==> config.mk <==
export PLATFORM = sky130hd
export DESIGN_NAME = lgs_ctrl
export DESIGN_NICKNAME = d
export VERILOG_FILES = /design/src/rtl/lgs_pkg.sv /design/src/rtl/lgs_ctrl.sv
export SDC_FILE = /design/constraint.sdc
export NUM_CORES = 1
export LEC_CHECK = 0
export BUFFER_PORTS_ARGS = -buffer_cell sky130_fd_sc_hd__clkbuf_2
export CELL_PAD_IN_SITES_DETAIL_PLACEMENT = 1
export CELL_PAD_IN_SITES_GLOBAL_PLACEMENT = 2
export CORE_ASPECT_RATIO = 1.75
export CORE_MARGIN = 5
export CORE_UTILIZATION = 38
export DETAILED_ROUTE_END_ITERATION = 16
export MAX_ROUTING_LAYER = met4
export PLACE_DENSITY_LB_ADDON = 0.1
export RECOVER_POWER = 100
export SYNTH_ARGS = -nofsm -noshare
export SYNTH_HDL_FRONTEND = slang
export SYNTH_SLANG_ARGS = --single-unit
export TNS_END_PERCENT = 1
==> constraint.sdc <==
create_clock -name clk -period 5.6 [get_ports clk]
set_input_delay 0.28 -clock clk [delete_from_list [all_inputs] [get_ports clk]]
set_output_delay 0.28 -clock clk [all_outputs]
set_load 0.02 [all_outputs]
==> src/rtl/lgs_pkg.sv <==
// Shared types, codes and defaults of the Gaussian elimination solver.
`default_nettype none
package lgs_pkg;

	// Default sizing
	localparam int MAX_SIZE_DEF    = 8;
	localparam int VALUE_WIDTH_DEF = 32;

	// Configuration port
	localparam int CFG_IDX_W  = 1;
	localparam int CFG_DATA_W = 4;
	localparam logic [CFG_IDX_W-1:0]  CFG_SIZE   = 1'd0;
	localparam logic [CFG_IDX_W-1:0]  CFG_PIVOT  = 1'd1;
	localparam logic [CFG_DATA_W-1:0] SIZE_RESET = 4'd8;

	// Result status codes
	localparam logic [1:0] ST_OK         = 2'd0;
	localparam logic [1:0] ST_ZERO_DIAG  = 2'd1;
	localparam logic [1:0] ST_ZERO_PIVOT = 2'd2;
	localparam logic [1:0] ST_SAT        = 2'd3;

	// Matrix memory write data select
	typedef logic [2:0] wsel_t;
	localparam wsel_t WR_IN    = 3'd0;
	localparam wsel_t WR_CLAMP = 3'd1;
	localparam wsel_t WR_TMP   = 3'd2;
	localparam wsel_t WR_RD    = 3'd3;
	localparam wsel_t WR_DIFF  = 3'd4;

	// Divider operand select
	localparam logic DIV_F = 1'b0;  // row element over pivot
	localparam logic DIV_X = 1'b1;  // numerator register over diagonal

	// Multiplier operand select
	localparam logic MUL_F = 1'b0;  // times elimination factor
	localparam logic MUL_S = 1'b1;  // times stored unknown

	// Controller to datapath commands
	typedef struct packed {
		logic       sat_clr;
		logic       ram_re;
		logic       ram_we;
		wsel_t      wsel;
		logic       ld_t;
		logic       ld_best;
		logic       ld_piv;
		logic       div_start;
		logic       div_sel;
		logic       ld_f;
		logic       mul_start;
		logic       mul_sel;
		logic       acc_clr;
		logic       acc_add;
		logic       ld_num;
		logic       sol_we;
		logic       out_en;
		logic       out_abort;
		logic [1:0] out_code;
		logic       out_last;
	} cmd_t;

	// Datapath to controller status
	typedef struct packed {
		logic rd_zero;
		logic mag_gt;
		logic div_done;
	} sts_t;

endpackage
`default_nettype wire

==> src/rtl/lgs_ctrl.sv <==
// Controller: configuration registers, load counter and the elimination sequencer.
`default_nettype none
module lgs_ctrl
	import lgs_pkg::*;
#(
	parameter int MAX_SIZE = MAX_SIZE_DEF
) (
	input  logic                                     clk,
	input  logic                                     arst_n,
	input  logic                                     start,
	input  logic                                     last_element,
	output logic                                     busy,
	input  logic                                     cfg_valid,
	output logic                                     cfg_ready,
	input  logic [CFG_IDX_W-1:0]                     cfg_index,
	input  logic [CFG_DATA_W-1:0]                    cfg_data,
	output cmd_t                                     cmd,
	input  sts_t                                     sts,
	output logic [$clog2(MAX_SIZE*(MAX_SIZE+1))-1:0] raddr,
	output logic [$clog2(MAX_SIZE*(MAX_SIZE+1))-1:0] waddr,
	output logic [$clog2(MAX_SIZE)-1:0]              sol_ridx,
	output logic [$clog2(MAX_SIZE)-1:0]              sol_widx
);

	localparam int DEPTH = MAX_SIZE * (MAX_SIZE + 1);
	localparam int AW    = $clog2(DEPTH);
	localparam int LW    = $clog2(DEPTH + 1);
	localparam int IW    = $clog2(MAX_SIZE + 1);
	localparam int SZW   = $clog2(MAX_SIZE + 2);
	localparam int XW    = $clog2(MAX_SIZE);

	localparam logic [4:0] S_IDLE    = 5'd0;
	localparam logic [4:0] S_CL_RD   = 5'd1;
	localparam logic [4:0] S_CL_WR   = 5'd2;
	localparam logic [4:0] S_ZD_RD   = 5'd3;
	localparam logic [4:0] S_ZD_CK   = 5'd4;
	localparam logic [4:0] S_EL_TOP  = 5'd5;
	localparam logic [4:0] S_PV_RD0  = 5'd6;
	localparam logic [4:0] S_PV_BEST = 5'd7;
	localparam logic [4:0] S_PV_RD   = 5'd8;
	localparam logic [4:0] S_PV_CMP  = 5'd9;
	localparam logic [4:0] S_SW_A    = 5'd10;
	localparam logic [4:0] S_SW_B    = 5'd11;
	localparam logic [4:0] S_SW_C    = 5'd12;
	localparam logic [4:0] S_SW_D    = 5'd13;
	localparam logic [4:0] S_PP_RD   = 5'd14;
	localparam logic [4:0] S_PP_CK   = 5'd15;
	localparam logic [4:0] S_RW_RD   = 5'd16;
	localparam logic [4:0] S_RW_DIV  = 5'd17;
	localparam logic [4:0] S_RW_WAIT = 5'd18;
	localparam logic [4:0] S_EL_A    = 5'd19;
	localparam logic [4:0] S_EL_B    = 5'd20;
	localparam logic [4:0] S_EL_C    = 5'd21;
	localparam logic [4:0] S_FIN_RD  = 5'd22;
	localparam logic [4:0] S_FIN_CK  = 5'd23;
	localparam logic [4:0] S_BS_TOP  = 5'd24;
	localparam logic [4:0] S_BS_RD   = 5'd25;
	localparam logic [4:0] S_BS_MUL  = 5'd26;
	localparam logic [4:0] S_BS_ADD  = 5'd27;
	localparam logic [4:0] S_BS_NRD  = 5'd28;
	localparam logic [4:0] S_BS_NUM  = 5'd29;
	localparam logic [4:0] S_BS_DIV  = 5'd30;
	localparam logic [4:0] S_BS_WAIT = 5'd31;

	logic [4:0]            state_q;
	logic [CFG_DATA_W-1:0] size_q;
	logic                  pivot_q;
	logic [LW-1:0]         lp_q;
	logic [IW-1:0]         n_q;
	logic [SZW-1:0]        s_q;
	logic [LW-1:0]         cells_q;
	logic [LW-1:0]         i_q;
	logic [IW-1:0]         c_q;
	logic [IW-1:0]         k_q;
	logic [IW-1:0]         l_q;
	logic [IW-1:0]         r_q;
	logic [IW-1:0]         p_q;

	logic [IW-1:0]         n_live;
	logic [LW-1:0]         cells_live;
	logic [IW-1:0]         n_m1;
	logic [IW-1:0]         p_nx;

	function automatic logic [AW-1:0] rc(input logic [IW-1:0] row, input logic [IW-1:0] col,
			input logic [SZW-1:0] stride);
		rc = AW'(32'(row) * 32'(stride) + 32'(col));
	endfunction

	// Size in force: zero acts as one, oversize acts as the maximum
	always_comb begin
		if (size_q == '0) begin
			n_live = IW'(1);
		end else if ({1'b0, size_q} > 5'(MAX_SIZE)) begin
			n_live = IW'(MAX_SIZE);
		end else begin
			n_live = IW'(size_q);
		end
		cells_live = LW'(32'(n_live) * (32'(n_live) + 32'd1));
		n_m1       = n_q - IW'(1);
		p_nx       = sts.mag_gt ? r_q : p_q;
	end

	assign busy      = (state_q != S_IDLE);
	assign cfg_ready = 1'b1;
	assign sol_ridx  = l_q[XW-1:0];
	assign sol_widx  = k_q[XW-1:0];

	// Configuration registers
	always_ff @(posedge clk or negedge arst_n) begin
		if (!arst_n) begin
			size_q  <= SIZE_RESET;
			pivot_q <= 1'b0;
		end else if (cfg_valid) begin
			unique case (cfg_index)
				CFG_SIZE:  size_q  <= cfg_data;
				CFG_PIVOT: pivot_q <= cfg_data[0];
				default: ;
			endcase
		end
	end

	// Commands and memory addresses per state
	always_comb begin
		cmd   = '0;
		raddr = '0;
		waddr = '0;
		unique case (state_q)
			S_IDLE: begin
				cmd.ram_we  = start && (lp_q < cells_live);
				cmd.wsel    = WR_IN;
				waddr       = lp_q[AW-1:0];
				cmd.sat_clr = start && last_element;
			end
			S_CL_RD: begin
				cmd.ram_re = 1'b1;
				raddr      = i_q[AW-1:0];
			end
			S_CL_WR: begin
				cmd.ram_we = 1'b1;
				cmd.wsel   = WR_CLAMP;
				waddr      = i_q[AW-1:0];
			end
			S_ZD_RD: begin
				cmd.ram_re = 1'b1;
				raddr      = rc(k_q, k_q, s_q);
			end
			S_ZD_CK: begin
				if (sts.rd_zero) begin
					cmd.out_en    = 1'b1;
					cmd.out_abort = 1'b1;
					cmd.out_code  = ST_ZERO_DIAG;
					cmd.out_last  = 1'b1;
				end
			end
			S_EL_TOP: ;
			S_PV_RD0: begin
				cmd.ram_re = 1'b1;
				raddr      = rc(c_q, c_q, s_q);
			end
			S_PV_BEST: cmd.ld_best = 1'b1;
			S_PV_RD: begin
				cmd.ram_re = 1'b1;
				raddr      = rc(r_q, c_q, s_q);
			end
			S_PV_CMP: cmd.ld_best = sts.mag_gt;
			S_SW_A: begin
				cmd.ram_re = 1'b1;
				raddr      = rc(c_q, l_q, s_q);
			end
			S_SW_B: begin
				cmd.ld_t   = 1'b1;
				cmd.ram_re = 1'b1;
				raddr      = rc(p_q, l_q, s_q);
			end
			S_SW_C: begin
				cmd.ram_we = 1'b1;
				cmd.wsel   = WR_RD;
				waddr      = rc(c_q, l_q, s_q);
			end
			S_SW_D: begin
				cmd.ram_we = 1'b1;
				cmd.wsel   = WR_TMP;
				waddr      = rc(p_q, l_q, s_q);
			end
			S_PP_RD: begin
				cmd.ram_re = 1'b1;
				raddr      = rc(c_q, c_q, s_q);
			end
			S_PP_CK: begin
				cmd.ld_piv = 1'b1;
				if (sts.rd_zero) begin
					cmd.out_en    = 1'b1;
					cmd.out_abort = 1'b1;
					cmd.out_code  = ST_ZERO_PIVOT;
					cmd.out_last  = 1'b1;
				end
			end
			S_RW_RD: begin
				cmd.ram_re = 1'b1;
				raddr      = rc(k_q, c_q, s_q);
			end
			S_RW_DIV: begin
				cmd.div_start = 1'b1;
				cmd.div_sel   = DIV_F;
			end
			S_RW_WAIT: cmd.ld_f = sts.div_done;
			S_EL_A: begin
				cmd.ram_re = 1'b1;
				raddr      = rc(c_q, l_q, s_q);
			end
			S_EL_B: begin
				cmd.mul_start = 1'b1;
				cmd.mul_sel   = MUL_F;
				cmd.ram_re    = 1'b1;
				raddr         = rc(k_q, l_q, s_q);
			end
			S_EL_C: begin
				cmd.ram_we = 1'b1;
				cmd.wsel   = WR_DIFF;
				waddr      = rc(k_q, l_q, s_q);
			end
			S_FIN_RD: begin
				cmd.ram_re = 1'b1;
				raddr      = rc(n_m1, n_m1, s_q);
			end
			S_FIN_CK: begin
				if (sts.rd_zero) begin
					cmd.out_en    = 1'b1;
					cmd.out_abort = 1'b1;
					cmd.out_code  = ST_ZERO_PIVOT;
					cmd.out_last  = 1'b1;
				end
			end
			S_BS_TOP: cmd.acc_clr = 1'b1;
			S_BS_RD: begin
				cmd.ram_re = 1'b1;
				raddr      = rc(k_q, l_q, s_q);
			end
			S_BS_MUL: begin
				cmd.mul_start = 1'b1;
				cmd.mul_sel   = MUL_S;
			end
			S_BS_ADD: cmd.acc_add = 1'b1;
			S_BS_NRD: begin
				cmd.ram_re = 1'b1;
				raddr      = rc(k_q, n_q, s_q);
			end
			S_BS_NUM: begin
				cmd.ld_num = 1'b1;
				cmd.ram_re = 1'b1;
				raddr      = rc(k_q, k_q, s_q);
			end
			S_BS_DIV: begin
				cmd.div_start = 1'b1;
				cmd.div_sel   = DIV_X;
			end
			S_BS_WAIT: begin
				if (sts.div_done) begin
					cmd.sol_we   = 1'b1;
					cmd.out_en   = 1'b1;
					cmd.out_last = (k_q == '0);
				end
			end
			default: ;
		endcase
	end

	// Sequencer and loop counters
	always_ff @(posedge clk or negedge arst_n) begin
		if (!arst_n) begin
			state_q <= S_IDLE;
			lp_q    <= '0;
			n_q     <= '0;
			s_q     <= '0;
			cells_q <= '0;
			i_q     <= '0;
			c_q     <= '0;
			k_q     <= '0;
			l_q     <= '0;
			r_q     <= '0;
			p_q     <= '0;
		end else begin
			unique case (state_q)
				S_IDLE: begin
					if (start) begin
						if (lp_q < cells_live) begin
							lp_q <= lp_q + 1'b1;
						end
						if (last_element) begin
							lp_q    <= '0;
							n_q     <= n_live;
							s_q     <= SZW'(n_live) + SZW'(1);
							cells_q <= cells_live;
							i_q     <= '0;
							state_q <= S_CL_RD;
						end
					end
				end
				S_CL_RD: state_q <= S_CL_WR;
				S_CL_WR: begin
					c_q <= '0;
					k_q <= '0;
					if (i_q == cells_q - 1'b1) begin
						state_q <= pivot_q ? S_EL_TOP : S_ZD_RD;
					end else begin
						i_q     <= i_q + 1'b1;
						state_q <= S_CL_RD;
					end
				end
				S_ZD_RD: state_q <= S_ZD_CK;
				S_ZD_CK: begin
					if (sts.rd_zero) begin
						state_q <= S_IDLE;
					end else if (k_q == n_m1) begin
						state_q <= S_EL_TOP;
					end else begin
						k_q     <= k_q + 1'b1;
						state_q <= S_ZD_RD;
					end
				end
				S_EL_TOP: begin
					if (c_q == n_m1) begin
						state_q <= S_FIN_RD;
					end else begin
						state_q <= pivot_q ? S_PV_RD0 : S_PP_RD;
					end
				end
				S_PV_RD0: begin
					r_q     <= c_q + 1'b1;
					p_q     <= c_q;
					state_q <= S_PV_BEST;
				end
				S_PV_BEST: state_q <= S_PV_RD;
				S_PV_RD:   state_q <= S_PV_CMP;
				S_PV_CMP: begin
					p_q <= p_nx;
					if (r_q == n_m1) begin
						l_q     <= '0;
						state_q <= (p_nx != c_q) ? S_SW_A : S_PP_RD;
					end else begin
						r_q     <= r_q + 1'b1;
						state_q <= S_PV_RD;
					end
				end
				S_SW_A: state_q <= S_SW_B;
				S_SW_B: state_q <= S_SW_C;
				S_SW_C: state_q <= S_SW_D;
				S_SW_D: begin
					if (l_q == n_q) begin
						state_q <= S_PP_RD;
					end else begin
						l_q     <= l_q + 1'b1;
						state_q <= S_SW_A;
					end
				end
				S_PP_RD: state_q <= S_PP_CK;
				S_PP_CK: begin
					k_q     <= c_q + 1'b1;
					state_q <= sts.rd_zero ? S_IDLE : S_RW_RD;
				end
				S_RW_RD:  state_q <= S_RW_DIV;
				S_RW_DIV: state_q <= S_RW_WAIT;
				S_RW_WAIT: begin
					if (sts.div_done) begin
						l_q     <= c_q;
						state_q <= S_EL_A;
					end
				end
				S_EL_A: state_q <= S_EL_B;
				S_EL_B: state_q <= S_EL_C;
				S_EL_C: begin
					if (l_q == n_q) begin
						if (k_q == n_m1) begin
							c_q     <= c_q + 1'b1;
							state_q <= S_EL_TOP;
						end else begin
							k_q     <= k_q + 1'b1;
							state_q <= S_RW_RD;
						end
					end else begin
						l_q     <= l_q + 1'b1;
						state_q <= S_EL_A;
					end
				end
				S_FIN_RD: state_q <= S_FIN_CK;
				S_FIN_CK: begin
					k_q     <= n_m1;
					state_q <= sts.rd_zero ? S_IDLE : S_BS_TOP;
				end
				S_BS_TOP: begin
					l_q     <= n_m1;
					state_q <= (k_q != n_m1) ? S_BS_RD : S_BS_NRD;
				end
				S_BS_RD:  state_q <= S_BS_MUL;
				S_BS_MUL: state_q <= S_BS_ADD;
				S_BS_ADD: begin
					if (l_q == k_q + 1'b1) begin
						state_q <= S_BS_NRD;
					end else begin
						l_q     <= l_q - 1'b1;
						state_q <= S_BS_RD;
					end
				end
				S_BS_NRD: state_q <= S_BS_NUM;
				S_BS_NUM: state_q <= S_BS_DIV;
				S_BS_DIV: state_q <= S_BS_WAIT;
				S_BS_WAIT: begin
					if (sts.div_done) begin
						if (k_q == '0) begin
							state_q <= S_IDLE;
						end else begin
							k_q     <= k_q - 1'b1;
							state_q <= S_BS_TOP;
						end
					end
				end
				default: state_q <= S_IDLE;
			endcase
		end
	end

endmodule
`default_nettype wire

==> flow_metrics.tcl <==
set metrics [dict create \
    gp_congestion 0.9185 \
    grt_pass1_wl_um 50610 \
    hp-class "input port to flop" \
    num_rows 73 \
    synth_cell_types 72 \
    synth_seq_cells 57 \
    cp-end-kind "output port" \
    die_width_um 123.9 \
    start_util_pct 38.23 \
    postCtsResizedCells 0 \
    crit_fanout 7 \
    postRouteAntennaNets 0 \
    cts_tree "built" \
    finalSetupViolCount 0 \
    clkSlewWorstSetupHoldPaths_ns 0.05 \
    drive_gt1_share_pct 5.975 \
    synthArstFlopShare_pct 100.0 \
    final.setup.tns_ns 0 \
    grt_pass1_vias 8736 \
    synth_edf_count 0 \
    ctsHoldBuffers 0 \
    synth_area_leaders "dfrtp_1 (16%), ha_1 (16%), fa_1 (8.4%)" \
    cts.sinks 57 \
    die_h_um 209.3 \
    grt_overflow 0 \
    slew_headroom_pct -135.9 \
    fill_cells 2838 \
    pwr_density_cell_mw_per_mm2 588.7 \
    total_power_uw 5528 \
    drc 0 \
    num_vias 8170 \
    outcome "finished with violations" \
    synth_area_mm2 0.008626 \
    insertion_delay_ns 0.35 \
    hold_viol_final 0 \
    grt_max_degree 58 \
    pre_cts_ws_ns 0.5340 \
    ys_warn_count 0 \
    p_leak_uw 0.004584 \
    layout_min_cycle_time_ns 5.206 \
    register_area_mm2 0.001428 \
    antenna_found_initial 0 \
    grt_usage_pct 26.82 \
    die_area_mm2 0.02593 \
    critPathArrivalTime_ns 4.93 \
    synth_top_area_share_pct 16.25 \
    core_area_mm2 0.02256 \
    worstMarginPinSlew_ns 3.539 \
    required_ns 5.32 \
    ir_drop_v 0.0002801 \
    fin_area_mm2 0.009390 \
    firstDrtPassIters 6 \
    synth_area_leader_cell "dfrtp_1" \
    finalNonFillerCells 1438 \
    routedWlPerCell_um 22.84 \
    ios 58 \
    startpoint_type "flop" \
    multi_input_area_mm2 0.006411 \
    period_share_pct 92.97 \
    post-dp-hpwl_um 26850 \
    clockBufferDepth 2 \
    cts-root-buf "clkbuf_16" \
    path_class "flop to output port" \
    h-tree-depth 3 \
    viasPerCell 5.682 \
    grt_setup_unrepaired "false" \
    finalMaxSlewViolations 58 \
    finalWirelength_um 32840 \
    numCtsBuffers 9 \
    dp_cells 1422 \
    synth_cells 1103 \
    first_iter_violations 354 \
    maxClockFrequency_ghz 0.1921 \
    fin_ws_ns 0.3937 \
    yosysSeqAreaShare_pct 16.55 \
    nNetsFinal 1289 \
    cts_setup_buffers 0 \
    syn_to_final_growth_pct 8.863 \
    finalClockSkew_ns 0.004941 \
    synth.avg_cell_area_um2 7.820 \
    max_cap_viol_count 1 \
    io_buffers 56 \
    dpl_cell_area_mm2 0.009175 \
    synth_ff_type "dfrtp_1" \
    violations "capacitance limit, slew limit" \
    num_antenna_cells 0 \
]
[final cells by class]
type	count	share of cell area (%)
Clock inverter	5	0.8528
Tap cell	300	3.997
Inverter	131	5.237
Clock buffer	11	2.478
Multi-Input combinational cell	856	68.27
Timing Repair Buffer	78	3.957
Sequential cell	57	15.20
[through the flow]
step	hold slack (ns)	utilization, %
4_1_cts	0.1464	42.06
3_3_place_gp	0.4905	40.67
6_report	0.1666	41.62
2_1_floorplan	-0.01559	-
5_1_grt	0.1739	41.62
3_5_place_dp	0.4938	40.67
[path summary, 6_finish.rpt]
kind	from	slack (ns)	cells after the start	end
setup reg to reg	size_q[3]	0.65	19	lp_q[5]
hold reg to reg	cells_q[6]	0.51	2	cells_q[6]
hold / removal	cfg_data[1]	0.17	2	size_q[1]
min in group asynchronous	arst_n	1.23	2	state_q[1]
setup / recovery	size_q[3]	0.39	18	cmd[20]
max in group asynchronous	arst_n	2.37	2	lp_q[6]
[registers in the layout (all words and copies together) (netlist names)]
register / count
pivot_q: 1
c_q: 4
lp_q: 7
i_q: 7
size_q: 4
l_q: 4
state_q: 5
k_q: 4
s_q: 4
cells_q: 5
p_q: 4
n_q: 4
r_q: 4
[worst max-delay path, cell delays in order (launching register included)]
cell      delay, ns
dfstp_1        0.39
inv_1          0.22
nand2_1        0.14
inv_1          0.19
nand2_1        0.08
ha_1           0.33
nand2b_1       0.18
fa_1           0.47
fa_1           0.60
inv_1          0.06
ha_1           0.29
a21o_1         0.18
a21oi_1        0.16
xor2_1         0.21
ha_1           0.26
o21ai_0        0.25
a21oi_2        0.15
o221ai_1       0.22
clkbuf_2       0.20
[where the power goes]
part           switching (uW)  internal (uW)
clock network             214            389
registers                 382            544
logic                    2460           1540
total                    3060           2470
[cell families (layout without fill, tap and decap cells)]
kind of cell / count (synthesis) / count (layout) / share of synthesized area, %
flops: 57 / 57 / 16.55
buf+inv: 191 / 225 / 8.892
mux: 11 / 11 / 1.349
simple gates: 367 / 367 / 20.23
xor+xnor: 106 / 106 / 11.39
compound gates: 226 / 226 / 17.62
other cells: 2 / 3 / 0.08706
fa+ha+maj: 143 / 143 / 23.88
[cells in the mapped netlist (19+ instances only)]
master,count
nand3_1,34
clkbuf_1,38
ha_1,107
inv_1,127
nor2_1,98
o21ai_0,49
a21oi_1,61
nor3_1,19
and2_1,23
nand2_1,118
xnor2_1,62
fa_1,36
dfrtp_1,56
xor2_1,40
[layer usage]
layer	vias to the layer above	part of all wire [%]	routed length, um	global-route usage (%)
met5	-	0	0	-
met4	0	5.4	1773	12.75
met3	72	2.6	870	2.427
met2	163	55	17910	48.51
met1	4118	37	12280	28.77
li1	3817	-	-	-
[cells in the final DEF (no fill, tap or decap), types with 40 or more instances in the layout]
| cell type | instances |
|---|---|
| nor2_1 | 98 |
| clkbuf_1 | 45 |
| inv_1 | 127 |
| nand2_1 | 119 |
| o21ai_0 | 49 |
| ha_1 | 107 |
| xor2_1 | 40 |
| dfrtp_1 | 56 |
| a21oi_1 | 60 |
| xnor2_1 | 62 |
Power figures use the tool's default switching activity.
